<file path="config.mk">
export PLATFORM = sky130hd
export DESIGN_NAME = tpg_queue
export DESIGN_NICKNAME = d
export VERILOG_FILES = /design/src/rtl/tpg_queue.sv
export SDC_FILE = /design/constraint.sdc
export NUM_CORES = 1
export LEC_CHECK = 0
export ABC_AREA = 1
export BUFFER_PORTS_ARGS = -buffer_cell sky130_fd_sc_hd__buf_4
export CORE_UTILIZATION = 45
export CTS_CLUSTER_SIZE = 28
export DETAILED_ROUTE_END_ITERATION = 8
export MAX_ROUTING_LAYER = met4
export PLACE_DENSITY = 0.64
export RECOVER_POWER = 50
export SYNTH_ARGS = -nofsm -noshare
export SYNTH_HDL_FRONTEND = slang
export SYNTH_SLANG_ARGS = --single-unit
</file>
<file path="constraint.sdc">
create_clock -name clk -period 2.4 [get_ports clk]
set_clock_uncertainty 0.05 [all_clocks]
set_input_delay 0.12 -clock clk [delete_from_list [all_inputs] [get_ports clk]]
set_output_delay 0.12 -clock clk [all_outputs]
set_load 0.05 [all_outputs]
</file>
<file path="src/rtl/tpg_queue.sv">
`timescale 1ns / 1ps
// ----------------------------------------------------------------------------
// tpg_queue
// small first-in first-out queue between the phase front and the
// geometry back end
// ----------------------------------------------------------------------------
module tpg_queue #(
    parameter int WIDTH = 18,
    parameter int DEPTH = 4
) (
    input  logic             clk,
    input  logic             rst_n,
    input  logic             in_valid,
    output logic             in_ready,
    input  logic [WIDTH-1:0] in_data,
    output logic             out_valid,
    input  logic             out_ready,
    output logic [WIDTH-1:0] out_data
);
    localparam int PTR_W = (DEPTH > 1) ? $clog2(DEPTH) : 1;
    localparam int CNT_W = $clog2(DEPTH + 1);

    logic [WIDTH-1:0] slot_reg [DEPTH];
    logic [PTR_W-1:0] wr_ptr_reg;
    logic [PTR_W-1:0] wr_ptr_next;
    logic [PTR_W-1:0] rd_ptr_reg;
    logic [PTR_W-1:0] rd_ptr_next;
    logic [CNT_W-1:0] count_reg;
    logic [CNT_W-1:0] count_next;
    logic             push;
    logic             pop;

    assign in_ready  = (count_reg != CNT_W'(DEPTH));
    assign out_valid = (count_reg != '0);
    assign push      = in_valid && in_ready;
    assign pop       = out_valid && out_ready;
    assign out_data  = slot_reg[rd_ptr_reg];

    always_comb
    begin
        wr_ptr_next = wr_ptr_reg;
        rd_ptr_next = rd_ptr_reg;
        count_next  = count_reg;
        if (push)
        begin
            wr_ptr_next = (wr_ptr_reg == PTR_W'(DEPTH - 1)) ? '0 : wr_ptr_reg + 1'b1;
        end
        if (pop)
        begin
            rd_ptr_next = (rd_ptr_reg == PTR_W'(DEPTH - 1)) ? '0 : rd_ptr_reg + 1'b1;
        end
        if (push && !pop)
        begin
            count_next = count_reg + 1'b1;
        end
        else if (pop && !push)
        begin
            count_next = count_reg - 1'b1;
        end
    end

    always_ff @(posedge clk or negedge rst_n)
    begin
        if (!rst_n)
        begin
            wr_ptr_reg <= '0;
            rd_ptr_reg <= '0;
            count_reg  <= '0;
        end
        else
        begin
            wr_ptr_reg <= wr_ptr_next;
            rd_ptr_reg <= rd_ptr_next;
            count_reg  <= count_next;
        end
    end

    always_ff @(posedge clk)
    begin
        if (push)
        begin
            slot_reg[wr_ptr_reg] <= in_data;
        end
    end

endmodule

</file>
Word level (Yosys, flattened, before mapping). Memory sizes are Yosys's and may differ from the RTL's. Cells that the tools add are included.

Equal/unequal tests: 3. Reduce and logical (&&, ||, !) cells: 8. Add/subtract/negate cells: 4. Multiplexer cells: 6.

Operators by type and width (number): $mux W3 (2); $add A2 B1 Y2 const B (2); $eq A2 B2 Y1 const B (2); $logic_and A1 B1 Y1 (4); $mux W2 (2); $add A3 B1 Y3 const B (1); $ne A3 B3 Y1 const B (1); $reduce_bool A3 Y1 (1); $sub A3 B1 Y3 const B (1); $logic_not A1 Y1 (2); $mux W1 (2); $reduce_bool A2 Y1 (1).

Memories kept: 1. Input bits: 22. RAM bits: 72. Output and inout port bits: 20. Word-level logic and storage cells: 25. Flip-flop bits (word level): 7.

Memories: slot_reg (words 4, bits a word 18, rd ports 1, clocked after memory_dff 0, wr ports 1, line 23) `logic [WIDTH-1:0] slot_reg [DEPTH];`.

Logic depth before layout (Yosys ltp). Gate-level depths: netlist (run 1).

Word-level depth: 6. Gate-level depth with buffers: 12. Mapped depth without buffers: 12.

Worst setup path before layout (run 1). No wires, ideal clock.

Path type: register -> register. Start: register count_reg[0]. End: register count_reg[2]. Cell stages (with the launch flop): 11. Arrival: 2041 ps. Setup time: 117 ps. Path buffers: 0. Required time: 2233 ps. Path slack: 192 ps. Clock period less this slack: 2208 ps. Cells stage by stage: dfrtp_1 inv_1 nand3_1 nand2_1 ha_1 inv_1 fa_1 nand2_1 nand3_1 nand2_1 nand2_1.

Word-level cells in the longest chain between the ends: 5. Elaborated cells on any way between the ends: 13. Classes of those cells: 2 x add/sub; 1 x eq/ne; 2 x mux; 8 x reduce/logical.

Ends and longest elaborated chain: from (decl) (line 28) `logic [CNT_W-1:0] count_reg;`; from (signal assigned) (line 74) `count_reg <= count_next;`; $reduce_bool A3 Y1 (*) (line 34) `assign out_valid = (count_reg != '0);`; net out_valid (line 16) `output logic out_valid,`; $logic_and A1 B1 Y1 (*) (line 36) `assign pop = out_valid && out_ready;`; $logic_not A1 Y1 (line 52) `if (push && !pop)`; $logic_and A1 B1 Y1 (line 52); $mux W3 / $reduce_bool A2 Y1 (equally long branches).

Mark *: on every way through the listed nets, which the timed path passes. The rest lies on a longest branch. The select of a mux whose other input is x is not followed. A chain may end at the register's enable or synchronous reset.

Worst setup path in the final report (run 1).
Start: register count_reg[0]. End: register count_reg[1].

Elaborated cells on any way between the ends: 13. Classes of those cells: 2 x add/sub; 1 x eq/ne; 2 x mux; 8 x reduce/logical.

RTL lines: $ne A3 B3 Y1 (line 33) `assign in_ready = (count_reg != CNT_W'(DEPTH));`; $logic_and A1 B1 Y1 (line 35) `assign push = in_valid && in_ready;`; net push (line 30) `logic push;`; $logic_and A1 B1 Y1 (line 52); $mux W3 (line 52); net count_next[1] (line 29) `logic [CNT_W-1:0] count_next;`.

The timed path passes the listed nets, and every way through them passes these cells. The select of a mux whose other input is x is not followed.

==> results of run 1 <==
==> how the worst max path moves through the flow <==
| stage | endpoint | depth (start not counted) |
|---|---|---|
| after floorplan | count_reg[2]$_DFFE_PN0P_ | 10 |
| after global placement | count_reg[1]$_DFFE_PN0P_ | 9 |
| after detailed placement | count_reg[1]$_DFFE_PN0P_ | 9 |
| after CTS | count_reg[1]$_DFFE_PN0P_ | 9 |
| after global routing | count_reg[2]$_DFFE_PN0P_ | 11 |
| final | count_reg[1]$_DFFE_PN0P_ | 9 |
==> power by group <==
group          switching [uW]  internal, uW
combinational            1790           764
sequential                123          1820
clock                     477           593
==> layout make-up <==
cell class	instances	area share, %
clock buffer	10	3.103
clock inverter	6	2.282
inverter	50	4.563
multi-input combinational	128	17.61
sequential	79	56.86
tap	99	3.012
timing repair buffer	69	12.56
==> kinds of logic (layout without fill, tap and decap cells) <==
family	Yosys count	after routing	share of synthesized area, %
buf+inv	61	135	8.701
xor+xnor	1	1	0.2614
fa+ha+maj	7	7	2.838
simple gates	83	83	9.784
flops	79	79	69.75
compound gates	37	37	8.663
==> worst register-to-register path, delay by kind of cell (launching register included) <==
| family | cells | cell delay (ns) |
|---|---|---|
| flops | 1 | 0.43 |
| fa+ha+maj | 2 | 0.66 |
| buf+inv | 3 | 0.30 |
| simple gates | 3 | 0.51 |
| compound gates | 1 | 0.07 |
==> Yosys cell counts, drive strengths merged <==
cell    number
nand2       69
buf         11
dfrtp        7
nand3        7
edfxtp      72
ha           6
nor2         6
inv         50
xnor2        1
fa           1
o21ai        1
nand4        1
o211ai      36
==> stage by stage <==
step	total power (uW)	instance area, sq um	std cells	util [%]
2_1_floorplan	3885	3351	268	-
3_3_place_gp	4517	3767	404	52.22
3_5_place_dp	4561	3767	404	52.22
4_1_cts	5655	4199	441	58.20
5_1_grt	5899	4113	441	57.01
6_report	5564	4113	441	57.01
==> layer usage <==
metal	wire, um	GRT usage (%)	part of all wire, %
met4	99	7.771	1.7
met2	2796	26.22	49
met3	150	3.638	2.6
met5	0	-	0
met1	2676	21.35	47
==> timing repair <==
action                                  CTS  global route
endpoints found under the hold margin    83             0
endpoints found under the setup margin    0             0
hold buffers                             21             0
==> summary.txt, run 1 <==
slowest CP cell -> dfrtp_1
Final WS setup -> 0.2726 ns
flops & latches, synth -> 79
RSZ-0062 raised after global routing -> no
setup violators final -> 0
GP Congestion -> 0.8088
DP Wirelength -> 3481 um
Final period util -> 88.64%
biggest area consumer among synthesized cells -> edfxtp_1
commonest non-fill, non-tap cell in the layout -> edfxtp_1
H-tree depth -> 3
Worst Setup SP -> count_reg[0]$_DFFE_PN0P_
remaining antenna violation count -> 0
Initial DRC Count -> 89
Rows -> 31
area growth from synthesis to layout -> 22.74%
initial antenna violation count -> 0
fmax -> 0.4701 GHz
slowest stage delay, CP -> 0.43 ns
maximum vdd drop -> 0.0006917 V
commonest non-fill, non-tap cells in the layout -> edfxtp_1, nand2_1, inv_1
clock buffer depth -> 2
Via density -> 4.660
Post-Syn Area per Cell -> 12.50 sq um
Clock Tree Root -> clkbuf_8
remaining global-route overflow -> 0
CP max FO -> 7
Total GRT Usage -> 16.90%
post-synth cell types -> 18
largest net degree at the start of global routing -> 41
n_diodes -> 0
Max-Slew Margin vs Limit -> 57.45%
final worst path period need -> 2.127 ns
post-cts sizing count -> 0
Slew Limit Fails -> 0
worst reg2reg path endpoint -> count_reg[1]$_DFFE_PN0P_
worst reg2reg startpoint -> count_reg[0]$_DFFE_PN0P_
Worst EP required -> 2.58 ns
Worst setup EP type -> flop
setup slack at placement -> 0.3589 ns
fillers -> 602
Post-Syn Area -> 3351 sq um
Fin Hold WS -> 0.1596 ns
Setup CP Type -> reg2reg
endpoints failing hold -> 0
io pins -> 42
Setup Fix Bufs, Post-CTS -> 0
Chip Width -> 88.29 um
TritonCTS Sinks -> 79
worst hold path type -> in2async
final WL -> 5722 um
Most Frequent Cell on Critical Path -> inv_1
synth top area cells -> edfxtp_1, nand2_1, o211ai_1
crit-path cells -> inv_1 -> nand3_1 -> nand2_1 -> inv_1 -> ha_1 -> inv_1 -> fa_1 -> nand2_1 -> o21ai_0
Worst-path clk slew -> 0.08 ns
Die H -> 88.29 um
Initial Util -> 46.44%
die outline area -> 7795 sq um
I/O Buffers -> 41
Fin Setup TNS -> 0 ns
Num CTS Buffers -> 9
routed len/inst -> 12.98 um
first-pass GRT wire length -> 9356 um
share of cells above drive strength 1 -> 14.62%
core box area -> 7214 sq um
syn nets -> 297
R2R cell count -> 9
routed via count -> 2055
iteration count of the initial detailed-routing pass -> 4
register area -> 2338 sq um
max FFs per register -> 72
multi-input logic area -> 724.4 sq um
Worst Tran Pin Value -> 0.6410 ns
worst skew pair latency -> 0.34 ns
CP arrival -> 2.30 ns
crit start category -> flop
Buf/Inv on CP -> 3
CTS tree -> built
Post-Synthesis Cells -> 268
Max-cap violations -> 0
number of global-route vias before repair -> 1953
Leakage -> 0.001660 uW
residual DRC count -> 0
sequential fraction of the synthesis area -> 69.75%
status -> finished, final reports clean
pwr dens -> 1353 nW/um^2
R2R Setup Slk -> 0.27 ns
Top Family by Delay on Critical Path -> adder cells
fin nets -> 366
area fraction of the dominant cell type after synthesis -> 64.53%
Syn. warnings -> 0
(Power assumes the default switching activity.)
==> run 2: changes to the inputs <==
--- a/config.mk
+++ b/config.mk
@@ -7,6 +7,7 @@
 export LEC_CHECK = 0
 export ABC_AREA = 1
 export BUFFER_PORTS_ARGS = -buffer_cell sky130_fd_sc_hd__buf_4
+export CORE_ASPECT_RATIO = 0.6
 export CORE_UTILIZATION = 45
 export CTS_CLUSTER_SIZE = 28
 export DETAILED_ROUTE_END_ITERATION = 8
==> run 2 against run 1 <==
Wire length is 3.6% higher. Critical endpoint unchanged. Sequential cell count did not move. Critical path type unchanged. Die area rose by 0.15%. Largest cell class unchanged.
==> summary.txt, run 2 (synthesis results as in run 1) <==
status -> finished, final reports clean
Worst-path clk slew -> 0.06 ns
Max-Slew Margin vs Limit -> 59.75%
Placed Area -> 3764 sq um
core box area -> 6935 sq um
pwr dens -> 1420 nW/um^2
Buf/Inv on CP -> 3
fmax -> 0.4734 GHz
maximum vdd drop -> 0.0007077 V
crit-path cells -> inv_1 -> nand3_1 -> nand2_1 -> inv_1 -> ha_1 -> inv_1 -> fa_1 -> nand2_1 -> o21ai_0
GP Congestion -> 0.7370
final instance area -> 4219 sq um
routed via count -> 2037
Initial DRC Count -> 160
clock buffer depth -> 2
io pins -> 42
slowest CP cell -> fa_1
CP max FO -> 7
Setup CP Type -> reg2reg
max FFs per register -> 72
Leakage -> 0.001717 uW
Rows -> 23
final non-filler cell total -> 443
routed len/inst -> 13.39 um
die outline area -> 7806 sq um
final WL -> 5930 um
remaining antenna violation count -> 0
worst hold path type -> in2async
DP Wirelength -> 3424 um
Worst Tran Pin Value -> 0.6063 ns
Max-cap violations -> 0
n_diodes -> 0
TritonCTS Sinks -> 79
area growth from synthesis to layout -> 25.91%
iteration count of the initial detailed-routing pass -> 4
I/O Buffers -> 41
CP arrival -> 2.28 ns
largest net degree at the start of global routing -> 45
first-pass GRT wire length -> 9577 um
commonest non-fill, non-tap cells in the layout -> edfxtp_1, nand2_1, inv_1
residual DRC count -> 0
CTS tree -> built
commonest non-fill, non-tap cell in the layout -> edfxtp_1
setup violators final -> 0
initial antenna violation count -> 0
Initial Util -> 48.31%
Total GRT Usage -> 18.22%
RSZ-0062 raised after global routing -> no
Most Frequent Cell on Critical Path -> inv_1
endpoints failing hold -> 0
slowest stage delay, CP -> 0.44 ns
Slew Limit Fails -> 0
Worst EP required -> 2.57 ns
share of cells above drive strength 1 -> 14.58%
Num CTS Buffers -> 9
Via density -> 4.598
worst skew pair latency -> 0.33 ns
crit start category -> flop
Die H -> 68.84 um
fin nets -> 367
final worst path period need -> 2.112 ns
Clock Tree Root -> clkbuf_16
Setup Fix Bufs, Post-CTS -> 0
post-placement cell count -> 406
Fin Setup TNS -> 0 ns
H-tree depth -> 3
Final period util -> 88.01%
Worst setup EP type -> flop
post-cts sizing count -> 0
number of global-route vias before repair -> 1911
Chip Width -> 113.4 um
remaining global-route overflow -> 0
Top Family by Delay on Critical Path -> adder cells
-- run 2: cell count changes in the layout (fill, tap and decap cells not counted) --
| cell | delta |
|---|---|
| clkinvlp_4 | -1 |
| buf_12 | -1 |
| clkbuf_1 | +1 |
| clkbuf_8 | -6 |
| clkinv_4 | -2 |
| inv_6 | -1 |
| clkinv_2 | +1 |
| clkbuf_16 | +9 |
| buf_4 | +1 |
-- run 2: per-layer routing --
layer	share of wire, %	up-vias	global-route usage [%]
met3	5.4	10	7.955
met4	1.7	0	6.908
met1	48	935	23.22
met5	0	-	-
met2	45	42	25.84
li1	-	1050	-
-- run 2: timing repair --
action	CTS	global route
hold buffers	21	0
endpoints found under the hold margin	83	0
endpoints found under the setup margin	0	0
-- run 2: final cells by class --
cell class                 count  area [sq um]
clock buffer                  13         270.3
tap                          100         125.1
multi-input combinational    128         724.4
timing repair buffer          70         508.0
fill                         557          2716
clock inverter                 3         65.06
inverter                      50         187.7
sequential                    79          2338
-- run 2: power breakdown --
group | switching (uW) | internal [uW]
clock network | 493 | 993
registers | 140 | 1830
logic | 1780 | 757
total | 2420 | 3580
-- run 2: worst register-to-register path, cell delays in order, from the launching register on --
cell and delay, ns:
dfrtp_1 0.43, inv_1 0.11, nand3_1 0.15, nand2_1 0.26, inv_1 0.08, ha_1 0.22
inv_1 0.10, fa_1 0.44, nand2_1 0.09, o21ai_0 0.07
-- run 2: path summary, 6_finish.rpt --
| path | start | end | slack (ns) | depth (start not counted) |
|---|---|---|---|---|
| max in group asynchronous | rst_n | rd_ptr_reg[0]$_DFFE_PN0P_ | 1.79 | 2 |
| worst min register to register | count_reg[2]$_DFFE_PN0P_ | count_reg[2]$_DFFE_PN0P_ | 0.49 | 2 |
| worst min-delay path | rst_n | wr_ptr_reg[1]$_DFFE_PN0P_ | 0.18 | 2 |
| min in group clk | count_reg[2]$_DFFE_PN0P_ | count_reg[2]$_DFFE_PN0P_ | 0.49 | 2 |
| worst max-delay path | count_reg[0]$_DFFE_PN0P_ | count_reg[1]$_DFFE_PN0P_ | 0.29 | 9 |
| worst max register to register | count_reg[0]$_DFFE_PN0P_ | count_reg[1]$_DFFE_PN0P_ | 0.29 | 9 |
-- run 2: stage by stage --
step	worst slack [ns]	hold WS, ns	total power [uW]	utilization [%]
floorplan	0.1916	-0.2256	3885	-
global placement	0.4792	-0.1077	4521	54.27
detailed placement	0.3792	-0.1062	4547	54.27
CTS	0.3831	0.07600	6075	62.13
global route	0.1145	0.2252	6365	60.83
finish	0.2877	0.1844	5993	60.83
==> run 3: changes to the inputs <==
--- a/config.mk
+++ b/config.mk
@@ -5,15 +5,15 @@
 export SDC_FILE = /design/constraint.sdc
 export NUM_CORES = 1
 export LEC_CHECK = 0
-export ABC_AREA = 1
 export BUFFER_PORTS_ARGS = -buffer_cell sky130_fd_sc_hd__buf_4
 export CORE_ASPECT_RATIO = 0.6
 export CORE_UTILIZATION = 45
 export CTS_CLUSTER_SIZE = 28
 export DETAILED_ROUTE_END_ITERATION = 8
 export MAX_ROUTING_LAYER = met4
-export PLACE_DENSITY = 0.64
+export PLACE_DENSITY = 0.65
 export RECOVER_POWER = 50
 export SYNTH_ARGS = -nofsm -noshare
 export SYNTH_HDL_FRONTEND = slang
 export SYNTH_SLANG_ARGS = --single-unit
+export TNS_END_PERCENT = 100
==> run 3 against run 2 <==
Via count fell by 29%. Synthesized cell count fell by 51%. Sequential cell count did not move. Total power fell by 16%. Area after synthesis fell by 9.5%. Sequential share of layout area rose by 7.1 points. Register-to-register slack got worse by 0.17 ns. Wire length fell by 16%. Utilization fell by 1.6 points.
==> summary.txt, run 3 <==
status -> finished, final reports clean
Reg power frac -> 39.3%
CTS tree -> built
initial antenna violation count -> 0
worst skew pair latency -> 0.34 ns
CP max FO -> 6
Worst-path clk slew -> 0.07 ns
post-cts sizing count -> 0
largest family of logic cells by synthesized area -> multiplexers
n_diodes -> 0
Num CTS Buffers -> 9
crit start category -> flop
commonest non-fill, non-tap cell in the layout -> edfxtp_1
final worst path period need -> 2.279 ns
Final WS setup -> 0.1212 ns
routed len/inst -> 17.15 um
final WL -> 4956 um
Synth Area in XOR/XNOR -> 0.8667%
synth top area cells -> edfxtp_1, mux4_2, dfrtp_1
combinational cell fraction of total power -> 42.9%
Die H -> 65.58 um
post-synthesis mux area share -> 15.48%
Post-Syn Area per Cell -> 23.32 sq um
GP Congestion -> 0.7140
area fraction of the dominant cell type after synthesis -> 71.32%
Chip Width -> 108.0 um
setup slack at placement -> 0.1402 ns
first-pass GRT wire length -> 7831 um
io pins -> 42
worst reg2reg startpoint -> count_reg[1]$_DFFE_PN0P_
commonest non-fill, non-tap cells in the layout -> edfxtp_1, buf_4, clkbuf_1
sequential fraction of the synthesis area -> 77.09%
R2R Setup Slk -> 0.12 ns
CP arrival -> 2.45 ns
core box area -> 6304 sq um
share of cells above drive strength 1 -> 30.73%
max FFs per register -> 72
Worst EP required -> 2.57 ns
Via density -> 4.993
post-placement cell count -> 254
syn nets -> 159
Rows -> 22
post-synth cell types -> 17
Critical Path End -> count_reg[1]$_DFFE_PN0P_
post-synthesis adder-cell area fraction -> 3.137%
worst reg2reg path endpoint -> count_reg[1]$_DFFE_PN0P_
Synth Area in Compound Gates -> 0%
remaining antenna violation count -> 0
H-tree depth -> 3
setup violators final -> 0
maximum vdd drop -> 0.0007861 V
Most used DFF post-synth -> edfxtp_1
Worst setup EP type -> flop
residual DRC count -> 0
iteration count of the initial detailed-routing pass -> 4
Total GRT Usage -> 16.42%
final non-filler cell total -> 289
count leader, synth -> edfxtp_1
routed via count -> 1443
Fin Setup TNS -> 0 ns
TritonCTS Sinks -> 79
Setup CP Type -> reg2reg
Final period util -> 94.95%
pwr dens -> 1349 nW/um^2
die outline area -> 7080 sq um
Initial DRC Count -> 46
worst hold path type -> in2reg
Sw Pwr -> 1921 uW
Worst Setup SP -> count_reg[1]$_DFFE_PN0P_
switch share -> 38.11%
Async SR Flop Fraction -> 8.861%
Post-synth EDFFs -> 72
clock buffer depth -> 2
Core Util, Final -> 59.27%
I/O Buffers -> 41
endpoints failing hold -> 0
DP Wirelength -> 3151 um
largest net degree at the start of global routing -> 19
Max-cap violations -> 0
Post-Synthesis Cells -> 130
Slew Limit Fails -> 0
R2R cell count -> 6
fin nets -> 229
Max-Slew Margin vs Limit -> 33.69%
Post-Synth Simple-Gate Area -> 2.394%
flops & latches, synth -> 79
number of global-route vias before repair -> 1522
post-layout power -> 5040 uW
area growth from synthesis to layout -> 23.24%
remaining global-route overflow -> 0
Post-Syn Area -> 3032 sq um
Worst Tran Pin Value -> 0.9947 ns
Initial Util -> 48.09%
Clock Tree Root -> clkbuf_8
fmax -> 0.4388 GHz
clock network power share -> 17.8%
fillers -> 480
Syn. warnings -> 0
biggest area consumer among synthesized cells -> edfxtp_1
Int Pwr -> 3119 uW
Leakage -> 0.001312 uW
RSZ-0062 raised after global routing -> no
top post-synthesis cells by count -> edfxtp_1, mux4_2, dfrtp_1, ha_1
## run 3: metrics by stage
| stage | area (sq um) | hold slack (ns) |
|---|---|---|
| 4_1_cts | 3816 | 0.06460 |
| 3_3_place_gp | 3447 | -0.1150 |
| 6_report | 3736 | 0.1492 |
| 3_5_place_dp | 3447 | -0.1065 |
| 5_1_grt | 3736 | 0.1254 |
| 2_1_floorplan | 3032 | -0.2256 |
## run 3: worst min path at each step
| stage | from | to | cells past startpoint |
|---|---|---|---|
| after floorplan | rst_n | count_reg[0]$_DFFE_PN0P_ | 0 |
| final | out_ready | rd_ptr_reg[0]$_DFFE_PN0P_ | 3 |
| after CTS | rst_n | rd_ptr_reg[1]$_DFFE_PN0P_ | 2 |
| after global routing | out_ready | rd_ptr_reg[0]$_DFFE_PN0P_ | 3 |
| after global placement | rst_n | wr_ptr_reg[1]$_DFFE_PN0P_ | 1 |
| after detailed placement | rst_n | count_reg[0]$_DFFE_PN0P_ | 1 |
## run 3: timing repair
action,CTS,global route
hold buffers,19,0
hold endpoints to repair,79,0
buffers inserted,0,0
## run 3: cell families after synthesis
kind of cell  Yosys count
xor+xnor                3
fa+ha+maj               7
buf+inv                 7
flops                  79
mux                    23
simple gates           11
## run 3: final cells by class
type	instances	area (sq um)	share of cell area, %
flip-flops and latches	79	2337	62.56
multi-input cells	44	658.1	17.62
repair buffers	63	445.4	11.92
clock buffers	10	127.6	3.416
well taps	84	105.1	2.813
clock inverters	6	51.30	1.373
inverters	3	11.26	0.3014
## run 3: per-layer routing
layer,global-route usage [%],up-vias,wire [um]
met5,-,-,0
met4,4.452,0,24
met3,7.242,2,292
met2,24.60,38,2430
met1,20.46,730,2209
li1,-,673,-
## run 3: power by group through the flow
stage / Clock, uW / Sequential, uW / Combinational (uW)
2_1_floorplan: 0 / 1940 / 1640
3_3_place_gp: 0 / 1980 / 2160
3_5_place_dp: 0 / 2020 / 2190
4_1_cts: 919 / 1980 / 2230
5_1_grt: 983 / 2000 / 2290
6_report: 898 / 1980 / 2160
## run 3: critical path: stages (launching register included)
cell and delay (ns):
dfrtp_1 0.43, or3b_1 0.46, and2_4 0.21, ha_1 0.22
inv_1 0.07, fa_1 0.44, mux2_2 0.28
